## config.mk

```make
export PLATFORM = sky130hd
export DESIGN_NAME = arm64_adrp_add_resolver
export DESIGN_NICKNAME = d
export VERILOG_FILES = /design/src/hw/rtl/arar_pkg.sv /design/src/hw/rtl/arar_csr.sv /design/src/hw/rtl/arar_step.sv /design/src/hw/rtl/arm64_adrp_add_resolver.sv
export SDC_FILE = /design/constraint.sdc
export NUM_CORES = 1
export LEC_CHECK = 0
export BUFFER_PORTS_ARGS = -buffer_cell sky130_fd_sc_hd__buf_2
export CAP_MARGIN = 20
export CORE_ASPECT_RATIO = 0.9
export CORE_MARGIN = 2
export CORE_UTILIZATION = 55
export DETAILED_ROUTE_END_ITERATION = 6
export PLACE_DENSITY = 0.75
export REMOVE_ABC_BUFFERS = 1
export SYNTH_ARGS = -nofsm -noshare
export SYNTH_HDL_FRONTEND = slang
export SYNTH_SLANG_ARGS = --single-unit
```

## constraint.sdc

```tcl
create_clock -name clock -period 7.1 [get_ports clock]
set_input_delay 0.71 -clock clock [delete_from_list [all_inputs] [get_ports clock]]
set_output_delay 0.71 -clock clock [all_outputs]
set_load 0.05 [all_outputs]
```

## src/hw/rtl/arar_pkg.sv

```systemverilog
// ----------------------------------------------------------------------------
// arar_pkg
// Shared types and opcode constants for the adrp/add/adr address resolver.
// ----------------------------------------------------------------------------
package arar_pkg;

   // opcode masks and match values
   localparam logic [31:0] OP_ADR_MASK   = 32'h9F00_0000;
   localparam logic [31:0] OP_ADRP       = 32'h9000_0000;
   localparam logic [31:0] OP_ADR        = 32'h1000_0000;
   localparam logic [31:0] OP_ADD_MASK   = 32'hFF00_0000;
   localparam logic [31:0] OP_ADD64_IMM  = 32'h9100_0000;
   localparam logic [31:0] ADD_SHIFT_BIT = 32'h0040_0000;
   localparam logic [31:0] IMMHI_MASK    = 32'h001F_FFFC;
   localparam logic [63:0] IMM12_MASK    = 64'h0000_0000_0000_0FFF;

   // register map
   localparam logic REG_TARGET = 1'b0;

   // per-window tracking state
   typedef struct packed {
      logic        page_valid;
      logic [63:0] page_base;
      logic        scan_done;
   } scan_state_type;

   // one result beat from the resolve step
   typedef struct packed {
      logic        emit;
      logic        found;
      logic [63:0] addr;
   } step_result_type;

endpackage

```

## src/hw/rtl/arar_csr.sv

```systemverilog
// ----------------------------------------------------------------------------
// arar_csr
// APB-style configuration register holding the target register number.
// ----------------------------------------------------------------------------
module arar_csr (
   input  logic        clock,
   input  logic        reset,
   input  logic        csr_psel,
   input  logic        csr_penable,
   input  logic        csr_pwrite,
   input  logic [2:0]  csr_paddr,
   input  logic [31:0] csr_pwdata,
   output logic [31:0] csr_prdata,
   output logic        csr_pready,
   output logic [4:0]  target_reg
);

   logic [4:0] target_ff;
   logic [4:0] target_in;
   logic       wr_target;

   // write strobe for the target register
   assign wr_target = csr_psel && csr_penable && csr_pwrite
                      && (csr_paddr[2] == arar_pkg::REG_TARGET);

   always_comb begin
      target_in = target_ff;
      if (wr_target) begin
         target_in = csr_pwdata[4:0];
      end
   end

   always_ff @(posedge clock) begin
      if (reset) begin
         target_ff <= 5'd0;
      end else begin
         target_ff <= target_in;
      end
   end

   // read back
   always_comb begin
      csr_prdata = 32'd0;
      if (csr_paddr[2] == arar_pkg::REG_TARGET) begin
         csr_prdata = {27'd0, target_ff};
      end
   end

   assign csr_pready = 1'b1;
   assign target_reg = target_ff;

endmodule

```

## src/hw/rtl/arar_step.sv

```systemverilog
// ----------------------------------------------------------------------------
// arar_step
// Decodes one instruction word and computes the next window state and the
// result beat it causes, if any.
// ----------------------------------------------------------------------------
module arar_step (
   input  logic                     [31:0] insn_word,
   input  logic                     [63:0] insn_addr,
   input  logic                            last_word,
   input  logic                     [4:0]  target_reg,
   input  arar_pkg::scan_state_type        cur_state,
   output arar_pkg::scan_state_type        next_state,
   output arar_pkg::step_result_type       result
);

   logic [20:0] imm21;
   logic [63:0] imm_sext;
   logic [63:0] add_imm;
   logic        rd_match;
   logic        is_add;
   logic        is_adrp;
   logic        is_adr;
   logic        hit;
   logic [63:0] hit_addr;
   logic [31:0] immhi;

   // signed 21-bit adr/adrp immediate
   assign immhi    = (insn_word >> 3) & arar_pkg::IMMHI_MASK;
   assign imm21    = {immhi[20:2], insn_word[30:29]};
   assign imm_sext = {{43{imm21[20]}}, imm21};

   // add immediate, optionally shifted by 12
   always_comb begin
      add_imm = {52'd0, insn_word[21:10]};
      if ((insn_word & arar_pkg::ADD_SHIFT_BIT) != 32'd0) begin
         add_imm = {40'd0, insn_word[21:10], 12'd0};
      end
   end

   // opcode decode
   assign rd_match = (insn_word[4:0] == target_reg);
   assign is_add   = cur_state.page_valid
                     && ((insn_word & arar_pkg::OP_ADD_MASK) == arar_pkg::OP_ADD64_IMM)
                     && (insn_word[9:5] == target_reg);
   assign is_adrp  = ((insn_word & arar_pkg::OP_ADR_MASK) == arar_pkg::OP_ADRP);
   assign is_adr   = ((insn_word & arar_pkg::OP_ADR_MASK) == arar_pkg::OP_ADR);

   // state update and resolution
   always_comb begin
      next_state = cur_state;
      hit        = 1'b0;
      hit_addr   = 64'd0;
      if (!cur_state.scan_done && rd_match) begin
         if (is_add) begin
            hit      = 1'b1;
            hit_addr = cur_state.page_base + add_imm;
         end else if (is_adrp) begin
            next_state.page_base  = (insn_addr & ~arar_pkg::IMM12_MASK)
                                    + {imm_sext[51:0], 12'd0};
            next_state.page_valid = 1'b1;
         end else if (is_adr) begin
            hit      = 1'b1;
            hit_addr = insn_addr + imm_sext;
         end else begin
            next_state.page_valid = 1'b0;
         end
         if (hit) begin
            next_state.scan_done = 1'b1;
         end
      end
      if (last_word) begin
         next_state = '0;
      end
   end

   // a hit is reported; otherwise the window end reports not found
   always_comb begin
      result.emit  = hit || (last_word && !cur_state.scan_done);
      result.found = hit;
      result.addr  = hit_addr;
   end

endmodule

```

## src/hw/rtl/arm64_adrp_add_resolver.sv

```systemverilog
// ----------------------------------------------------------------------------
// arm64_adrp_add_resolver
// Scans arm64 instruction words and resolves the address loaded into a chosen
// register through adrp+add or adr.
// ----------------------------------------------------------------------------
//
//   channel | direction | ports                                    | beat
//   req     | in        | insn_word, insn_addr, last_word          | one word
//   rsp     | out       | resolved_addr, found                     | one result
//   csr     | in/out    | psel/penable/pwrite/paddr/pwdata/prdata  | target_reg
//
// One word per cycle sustained while rsp does not stall; a word's result
// is registered as the word leaves the input register. The input register,
// the single-pass decode and add, and the result register form the whole path.
// Synchronous active-high reset clears the window state and target_reg.
// A result held by a stall on rsp freezes the input register, so req stalls
// on the next word whether or not that word produces a result.
//
module arm64_adrp_add_resolver (
   input  logic        clock,
   input  logic        reset,
   // instruction stream
   input  logic        req_valid,
   output logic        req_stall,
   input  logic [31:0] req_insn_word,
   input  logic [63:0] req_insn_addr,
   input  logic        req_last_word,
   // result stream
   output logic        rsp_valid,
   input  logic        rsp_stall,
   output logic [63:0] rsp_resolved_addr,
   output logic        rsp_found,
   // configuration
   input  logic        csr_psel,
   input  logic        csr_penable,
   input  logic        csr_pwrite,
   input  logic [2:0]  csr_paddr,
   input  logic [31:0] csr_pwdata,
   output logic [31:0] csr_prdata,
   output logic        csr_pready
);

   logic [4:0]  target_reg;

   logic        s1_valid_ff, s1_valid_in;
   logic [31:0] s1_word_ff, s1_word_in;
   logic [63:0] s1_addr_ff, s1_addr_in;
   logic        s1_last_ff, s1_last_in;

   arar_pkg::scan_state_type  state_ff, state_in, step_state;
   arar_pkg::step_result_type step_res;

   logic        out_valid_ff, out_valid_in;
   logic [63:0] out_addr_ff, out_addr_in;
   logic        out_found_ff, out_found_in;

   logic        advance;
   logic        req_take;

   arar_csr u_csr (
      .clock       (clock),
      .reset       (reset),
      .csr_psel    (csr_psel),
      .csr_penable (csr_penable),
      .csr_pwrite  (csr_pwrite),
      .csr_paddr   (csr_paddr),
      .csr_pwdata  (csr_pwdata),
      .csr_prdata  (csr_prdata),
      .csr_pready  (csr_pready),
      .target_reg  (target_reg)
   );

   arar_step u_step (
      .insn_word  (s1_word_ff),
      .insn_addr  (s1_addr_ff),
      .last_word  (s1_last_ff),
      .target_reg (target_reg),
      .cur_state  (state_ff),
      .next_state (step_state),
      .result     (step_res)
   );

   // pipeline moves when the result register is free or being taken
   assign advance   = !out_valid_ff || !rsp_stall;
   assign req_stall = s1_valid_ff && !advance;
   assign req_take  = req_valid && !req_stall;

   // input register
   always_comb begin
      s1_valid_in = s1_valid_ff;
      s1_word_in  = s1_word_ff;
      s1_addr_in  = s1_addr_ff;
      s1_last_in  = s1_last_ff;
      if (!req_stall) begin
         s1_valid_in = req_valid;
      end
      if (req_take) begin
         s1_word_in = req_insn_word;
         s1_addr_in = req_insn_addr;
         s1_last_in = req_last_word;
      end
   end

   // window state follows each word as it leaves the input register
   always_comb begin
      state_in = state_ff;
      if (s1_valid_ff && advance) begin
         state_in = step_state;
      end
   end

   // result register
   always_comb begin
      out_valid_in = out_valid_ff;
      out_addr_in  = out_addr_ff;
      out_found_in = out_found_ff;
      if (advance) begin
         out_valid_in = s1_valid_ff && step_res.emit;
         out_addr_in  = step_res.addr;
         out_found_in = step_res.found;
      end
   end

   always_ff @(posedge clock) begin
      if (reset) begin
         s1_valid_ff  <= 1'b0;
         out_valid_ff <= 1'b0;
         state_ff     <= '0;
      end else begin
         s1_valid_ff  <= s1_valid_in;
         out_valid_ff <= out_valid_in;
         state_ff     <= state_in;
      end
   end

   always_ff @(posedge clock) begin
      s1_word_ff   <= s1_word_in;
      s1_addr_ff   <= s1_addr_in;
      s1_last_ff   <= s1_last_in;
      out_addr_ff  <= out_addr_in;
      out_found_ff <= out_found_in;
   end

   assign rsp_valid         = out_valid_ff;
   assign rsp_resolved_addr = out_addr_ff;
   assign rsp_found         = out_found_ff;

endmodule

```

=== After elaboration in Yosys (flattened, before gate mapping) ===
Index checks and enable logic that the tools add are counted.

* Output and inout port bits: 100
* Input port bits: 139
* Bits in registers: 235
* Word-level logic and storage cells: 63

* Reduce and logical (&&, ||, !) cells: 24
* Equal/unequal tests: 7
* Add/subtract/negate cells: 3
* Bitwise logic cells: 1
* Mux-type cells: 17

{| class="wikitable"
|+ Operator list
! operator !! count
|-
| 2-to-1 mux 64 bit || 4
|-
| adder 64 bit || 3
|-
| 2-to-1 mux 66 bit || 2
|-
| 2-to-1 mux 65 bit || 1
|-
| 2-to-1 mux 24 bit || 1
|-
| logical AND 1 bit || 11
|-
| == test 5 bit || 2
|-
| == test 8 bit (second input constant) || 1
|-
| 2-to-1 mux 1 bit || 8
|-
| AND reduction 4 bit || 2
|-
| == test 6 x 5 -> 1 bit (second input constant) || 1
|-
| == test 6 bit (second input constant) || 1
|-
| nonzero test 2 bit || 3
|-
| logical NOT 1 bit || 5
|-
| 2-to-1 mux 5 bit || 1
|-
| != test 3 x 2 -> 1 bit (second input constant) || 1
|-
| AND reduction 3 bit || 1
|-
| logical OR 1 bit || 2
|-
| != test 2 bit (second input constant) || 1
|-
| inverter 1 bit || 1
|}

=== Longest topological paths before layout ===
* Depth after elaboration: 8
* Gate-level depth with buffers: 14
* Depth with buffers taken out: 13

=== Modules after synthesis ===
A second synthesis with hierarchy kept.

* Cells, all modules: 1,933
* Area, all modules: 17,511.8 µm²

{| class="wikitable"
|+ Modules (own cells, without submodules)
! module !! area each (µm²) !! times used !! cells each
|-
| arar_step || 9,138.8 || 1 || 1,418
|-
| arm64_adrp_add_resolver || 7,877.6 || 1 || 458
|-
| arar_csr || 495.5 || 1 || 57
|}

=== Least setup slack after synthesis ===
Ideal clock, no wire load.

* Path kind: in2reg
* From: input port rsp_stall
* To: register s1_addr_ff[0], enable pin
* Arrival time: 5.393 ns
* Stages on the path: 2
* Setup slack: 1.144 ns
* Cell sequence: and3_1 nor2b_1

* Longest elaborated chain between the ends: 6

{| class="wikitable"
|+ Ends and longest elaborated chain
! element !! line !! RTL
|-
| from (decl) || arm64_adrp_add_resolver.sv:30 || <nowiki>input logic rsp_stall,</nowiki>
|-
| logical NOT 1 bit || arm64_adrp_add_resolver.sv:84 || <nowiki>assign advance = !out_valid_ff || !rsp_stall;</nowiki>
|-
| logical OR 1 bit || arm64_adrp_add_resolver.sv:84 ||
|-
| logical NOT 1 bit || arm64_adrp_add_resolver.sv:85 || <nowiki>assign req_stall = s1_valid_ff && !advance;</nowiki>
|-
| logical AND 1 bit || arm64_adrp_add_resolver.sv:85 ||
|-
| logical NOT 1 bit || - ||
|-
| logical AND 1 bit || arm64_adrp_add_resolver.sv:86 || <nowiki>assign req_take = req_valid && !req_stall;</nowiki>
|-
| via req_take || arm64_adrp_add_resolver.sv:58 || <nowiki>logic req_take;</nowiki>
|-
| to (signal assigned) || arm64_adrp_add_resolver.sv:138 || <nowiki>s1_addr_ff <= s1_addr_in;</nowiki>
|-
| to (decl) || arm64_adrp_add_resolver.sv:47 || <nowiki>logic [63:0] s1_addr_ff, s1_addr_in;</nowiki>
|}

The timed path passes the listed nets, and every way through them passes these cells.
A chain may end at the register's enable or synchronous reset.

=== Worst setup path in the final report ===
* From: register s1_word_ff[22]
* To: register out_addr_ff[38], in the netlist rsp_resolved_addr[38], data pin

* Longest elaborated chain between the ends: 4
* Elaborated cells on any way between the ends: 6
* Classes of those cells: 2 x add/sub; 4 x mux

{| class="wikitable"
|+ Ends and longest elaborated chain
! element !! line !! RTL
|-
| from (decl) || arm64_adrp_add_resolver.sv:46 || <nowiki>logic [31:0] s1_word_ff, s1_word_in;</nowiki>
|-
| from (signal assigned) || arm64_adrp_add_resolver.sv:137 || <nowiki>s1_word_ff <= s1_word_in;</nowiki>
|-
| adder 64 bit || arar_step.sv:63 || <nowiki>hit_addr = insn_addr + imm_sext;</nowiki>
|-
| 2-to-1 mux 64 bit || arar_step.sv:61 || <nowiki>end else if (is_adr) begin</nowiki>
|-
| 2-to-1 mux 64 bit || arar_step.sv:57 || <nowiki>end else if (is_adrp) begin</nowiki>
|-
| 2-to-1 mux 64 bit (*) || arar_step.sv:54 || <nowiki>if (is_add) begin</nowiki>
|-
| to (signal assigned) || arm64_adrp_add_resolver.sv:140 || <nowiki>out_addr_ff <= out_addr_in;</nowiki>
|-
| to (decl) || arm64_adrp_add_resolver.sv:54 || <nowiki>logic [63:0] out_addr_ff, out_addr_in;</nowiki>
|}

Every way passes the cells marked *; elsewhere a longest branch is shown, timed or not.

==> impl_results.rst <==
.. list-table::
   :header-rows: 1

   * - Metric
     - Value
   * - Result of the run
     - completed
   * - Area fraction in and, or, nand and nor cells after synthesis
     - 14.34%
   * - CP Data Required Time
     - 7.35 ns
   * - Critical path fanouts, max
     - 15
   * - GR peak layer
     - met1
   * - Worst Clk Skew
     - 0.02287 ns
   * - Final worst path period need
     - 4.190 ns
   * - Post-Synthesis Cells
     - 1531
   * - Vias in the first global route
     - 10980
   * - Fraction of the mapped netlist area in adder cells
     - 8.513%
   * - Register bit total from synthesis
     - 223
   * - Boundary pin count
     - 239
   * - Count of unique library cells instantiated by Yosys
     - 92
   * - Post-detailed-route wirelength per cell
     - 19.80 um
   * - Clock slew seen by the registers of the worst setup and hold paths
     - 0.06 ns
   * - Synthesized area divided by synthesized cell count
     - 9.581 um^2
   * - Sw Share
     - 30.98%
   * - Worst slack on hold paths
     - 0.3468 ns
   * - Share of the yosys chip area belonging to registers
     - 41.49%
   * - Arrival time at the worst endpoint
     - 4.44 ns
   * - F_max
     - 0.2387 GHz
   * - Ratio of final minimum period to clock period
     - 59.01%
   * - Diode insertion count for antenna repair
     - 0
   * - Setup TNS
     - 0 ns
   * - Synth warn
     - 0
   * - Pin count of the biggest net entering global routing
     - 85
   * - Number of setup buffers added after CTS
     - 0
   * - Final instance area
     - 16430 um^2
   * - Cts bufs inserted
     - 24
   * - Commonest cells after routing, fill and taps aside
     - 181 x buf_2, 162 x edfxtp_1, 130 x nand2_1
   * - Reg power frac
     - 42.1%
   * - Die Y-Extent
     - 158.9 um
   * - Routing usage on met1
     - 47.46%
   * - Vias
     - 12170
   * - Net switching power
     - 1.101 mW
   * - Mux contribution to synthesized area
     - 0.3412%
   * - Number of levels the H-tree was split into
     - 1
   * - Number of gates resized after CTS
     - 0
   * - Clock group share of total power
     - 34.1%
   * - Largest family of logic cells by synthesized area
     - compound AO/OA/AOI/OAI gates
   * - Comb pwr share
     - 23.8%
   * - Fraction of final layout cells with drive strength greater than 1
     - 15.80%
   * - Vias per inst
     - 5.953
   * - Number of failing setup endpoints in the final timing report
     - 0
   * - Number of nets in the layout
     - 1917
   * - Post-Place Cell Area
     - 15660 um^2
   * - Clock tree root driver cell
     - clkbuf_16
   * - Number of buffer cells added on primary ports
     - 181
   * - Count of flip-flops with a built-in enable after synthesis
     - 162
   * - Grt met3 use
     - 7.591%
   * - Slew Limit Headroom
     - 30.22%
   * - Most frequent CP cell
     - a21oi_1
   * - Initial antenna violation count
     - 0
   * - Std-Cell Core Area
     - 26140 um^2
   * - Worst Path Buf+Inv
     - 0
   * - Clock network latency to the later pin of the worst-skew pair
     - 0.54 ns
   * - Met2 GRT Util
     - 36.06%
   * - Initial Utilization
     - 56.12%
   * - Number of DRC markers after the initial detailed-route iteration
     - 1473
   * - Commonest non-fill, non-tap cell in the layout
     - buf_2
   * - Least-Margin Pin Slew
     - 1.047 ns
   * - # DRC
     - 0
   * - Flip-flop cell with the highest count after synthesis
     - edfxtp_1
   * - Final ANT Viol Nets
     - 0
   * - First-pass GRT wire length
     - 61630 um
   * - Cell-by-cell trace of the critical path
     - and2_1 -> ha_1 -> fa_1 -> a21oi_1 -> o221ai_1 -> a21oi_1 -> o21ai_1 -> o31ai_2 -> nand2b_1 -> nor2_2 -> nand4_1 -> xor2_1 -> o22ai_1
   * - Max clock buf depth
     - 3
   * - Proportion of synthesized flip-flops having asynchronous set or reset
     - 0%
   * - Leftover overflow at the end of global routing
     - 0
   * - Cell family with most CP delay
     - compound AO/OA/AOI/OAI gates
   * - Total detailed-routing wirelength
     - 40470 um
   * - TritonCTS clock tree
     - built
   * - Number of detailed-routing iterations run before antenna repair
     - 5
   * - Post-Synthesis Cell Area
     - 14670 um^2
   * - Leakage component of the power
     - 6.687 nW
   * - Final GP Congestion
     - 0.9733
   * - Synthesized-area fraction occupied by xor and xnor cells
     - 9.852%
   * - Setup crit end kind
     - flip-flop
   * - Total Power Consumption
     - 3.555 mW
   * - Max stage delay on crit path
     - 0.66 ns
   * - Final count of hold timing violations
     - 0
   * - Max Cap Viol
     - 0
   * - Setup slack of the worst register-to-register path
     - 2.91 ns
   * - Number of clock sinks
     - 223
   * - Compound-cell area share of the yosys netlist
     - 20.65%
   * - Number of rows in the core area
     - 56
   * - Detailed-placement wirelength estimate
     - 31910 um
   * - Hold/Removal Path Class
     - primary input to flip-flop
   * - Width of the die
     - 176.1 um
   * - Internal Power
     - 2.454 mW
   * - Critical Path Slowest Stage Cell
     - edfxtp_1
   * - Largest vdd supply drop
     - 0.1831 mV
   * - Die area
     - 27990 um^2
   * - RSZ-0062 raised after global routing
     - no
   * - Area added between synthesis and finish
     - 12.01%
   * - PD cells
     - 216.4 nW/um^2
   * - Post-CTS Hold Buffers
     - 0
   * - Element type at the critical path start
     - flip-flop
   * - Start-to-end type of the worst setup path
     - flip-flop to flip-flop
   * - Global-route total usage across every layer
     - 28.30%
   * - Pins Over Slew Limit
     - 0
[power groups by stage]
stage | registers [mW] | clock network (mW) | logic, mW
6_report | 1.50 | 1.21 | 0.847
5_1_grt | 1.50 | 1.28 | 0.907
4_1_cts | 1.49 | 1.23 | 0.819
3_5_place_dp | 1.52 | 0 | 0.815
3_3_place_gp | 1.52 | 0 | 0.805
2_1_floorplan | 1.54 | 0 | 0.543
[synth_stat cells, types with 4 or more instances]
library cell,instances,area (um^2)
edfxtp_1,162,4865
nand2_1,131,491.7
a21oi_1,118,590.6
nor2_1,118,442.9
o21ai_0,102,510.5
xnor2_1,98,858.3
ha_1,95,1189
xor2_1,67,586.8
dfxtp_1,61,1221
clkbuf_1,46,172.7
a21o_1,41,307.8
o22ai_1,40,250.2
inv_1,39,146.4
nand4_1,33,206.5
a22oi_1,31,232.7
buf_4,29,217.7
nand3_1,26,130.1
nor2b_1,23,143.9
nor3_1,20,100.1
and3_1,17,106.4
o21a_1,17,127.6
o21ai_1,17,85.08
o21bai_1,17,127.6
and2_1,15,93.84
buf_2,13,65.06
a31oi_1,12,75.07
a211oi_1,11,82.58
nand2b_1,11,68.82
and4_1,7,61.31
a21boi_0,6,45.04
o211ai_1,6,45.04
or3_1,6,37.54
mux2i_1,5,50.05
clkbuf_8,4,55.05
nor4_1,4,25.02
o31ai_1,4,30.03
[final timing paths]
path / from / end / depth (start not counted)
max: s1_word_ff[22] / rsp_resolved_addr[38] / 13
max reg2reg: s1_word_ff[22] / rsp_resolved_addr[38] / 13
min: req_insn_addr[63] / s1_addr_ff[63] / 1
min reg2reg: state_ff[17] / state_ff[17] / 2
[metal layers]
metal / up-vias / wire length [um]
li1: 5881 / -
met1: 5606 / 20050
met2: 637 / 14830
met3: 44 / 5018
met4: 0 / 576
met5: - / 0
[per-stage QoR]
step / util, % / setup WS, ns / std cells
6_report: 62.86 / 2.910 / 2044
5_1_grt: 62.86 / 2.782 / 2044
4_1_cts: 62.84 / 3.007 / 2043
3_5_place_dp: 59.91 / 3.011 / 2001
3_3_place_gp: 59.91 / 3.152 / 2001
2_1_floorplan: - / 1.144 / 1461
[kinds of logic (layout without fill, tap and decap cells)]
logic type | after synthesis | in the layout
xor gates and xnor gates | 165 | 165
and+or+nand+nor | 432 | 432
other | 2 | 28
AOI/OAI and AO/OA | 470 | 470
adders and majority gates | 98 | 98
DFF | 223 | 223
buffers and inverters | 136 | 275
muxes | 5 | 5
[cell type report]
class	instances	area (um^2)
clock buffer	33	654.4
tap	348	435.4
multi-input combinational	1198	7999
timing repair buffer	193	996.0
sequential	223	6086
clock inverter	9	108.9
fill	2227	9706
inverter	40	150.1
Power figures use the tool's default switching activity.
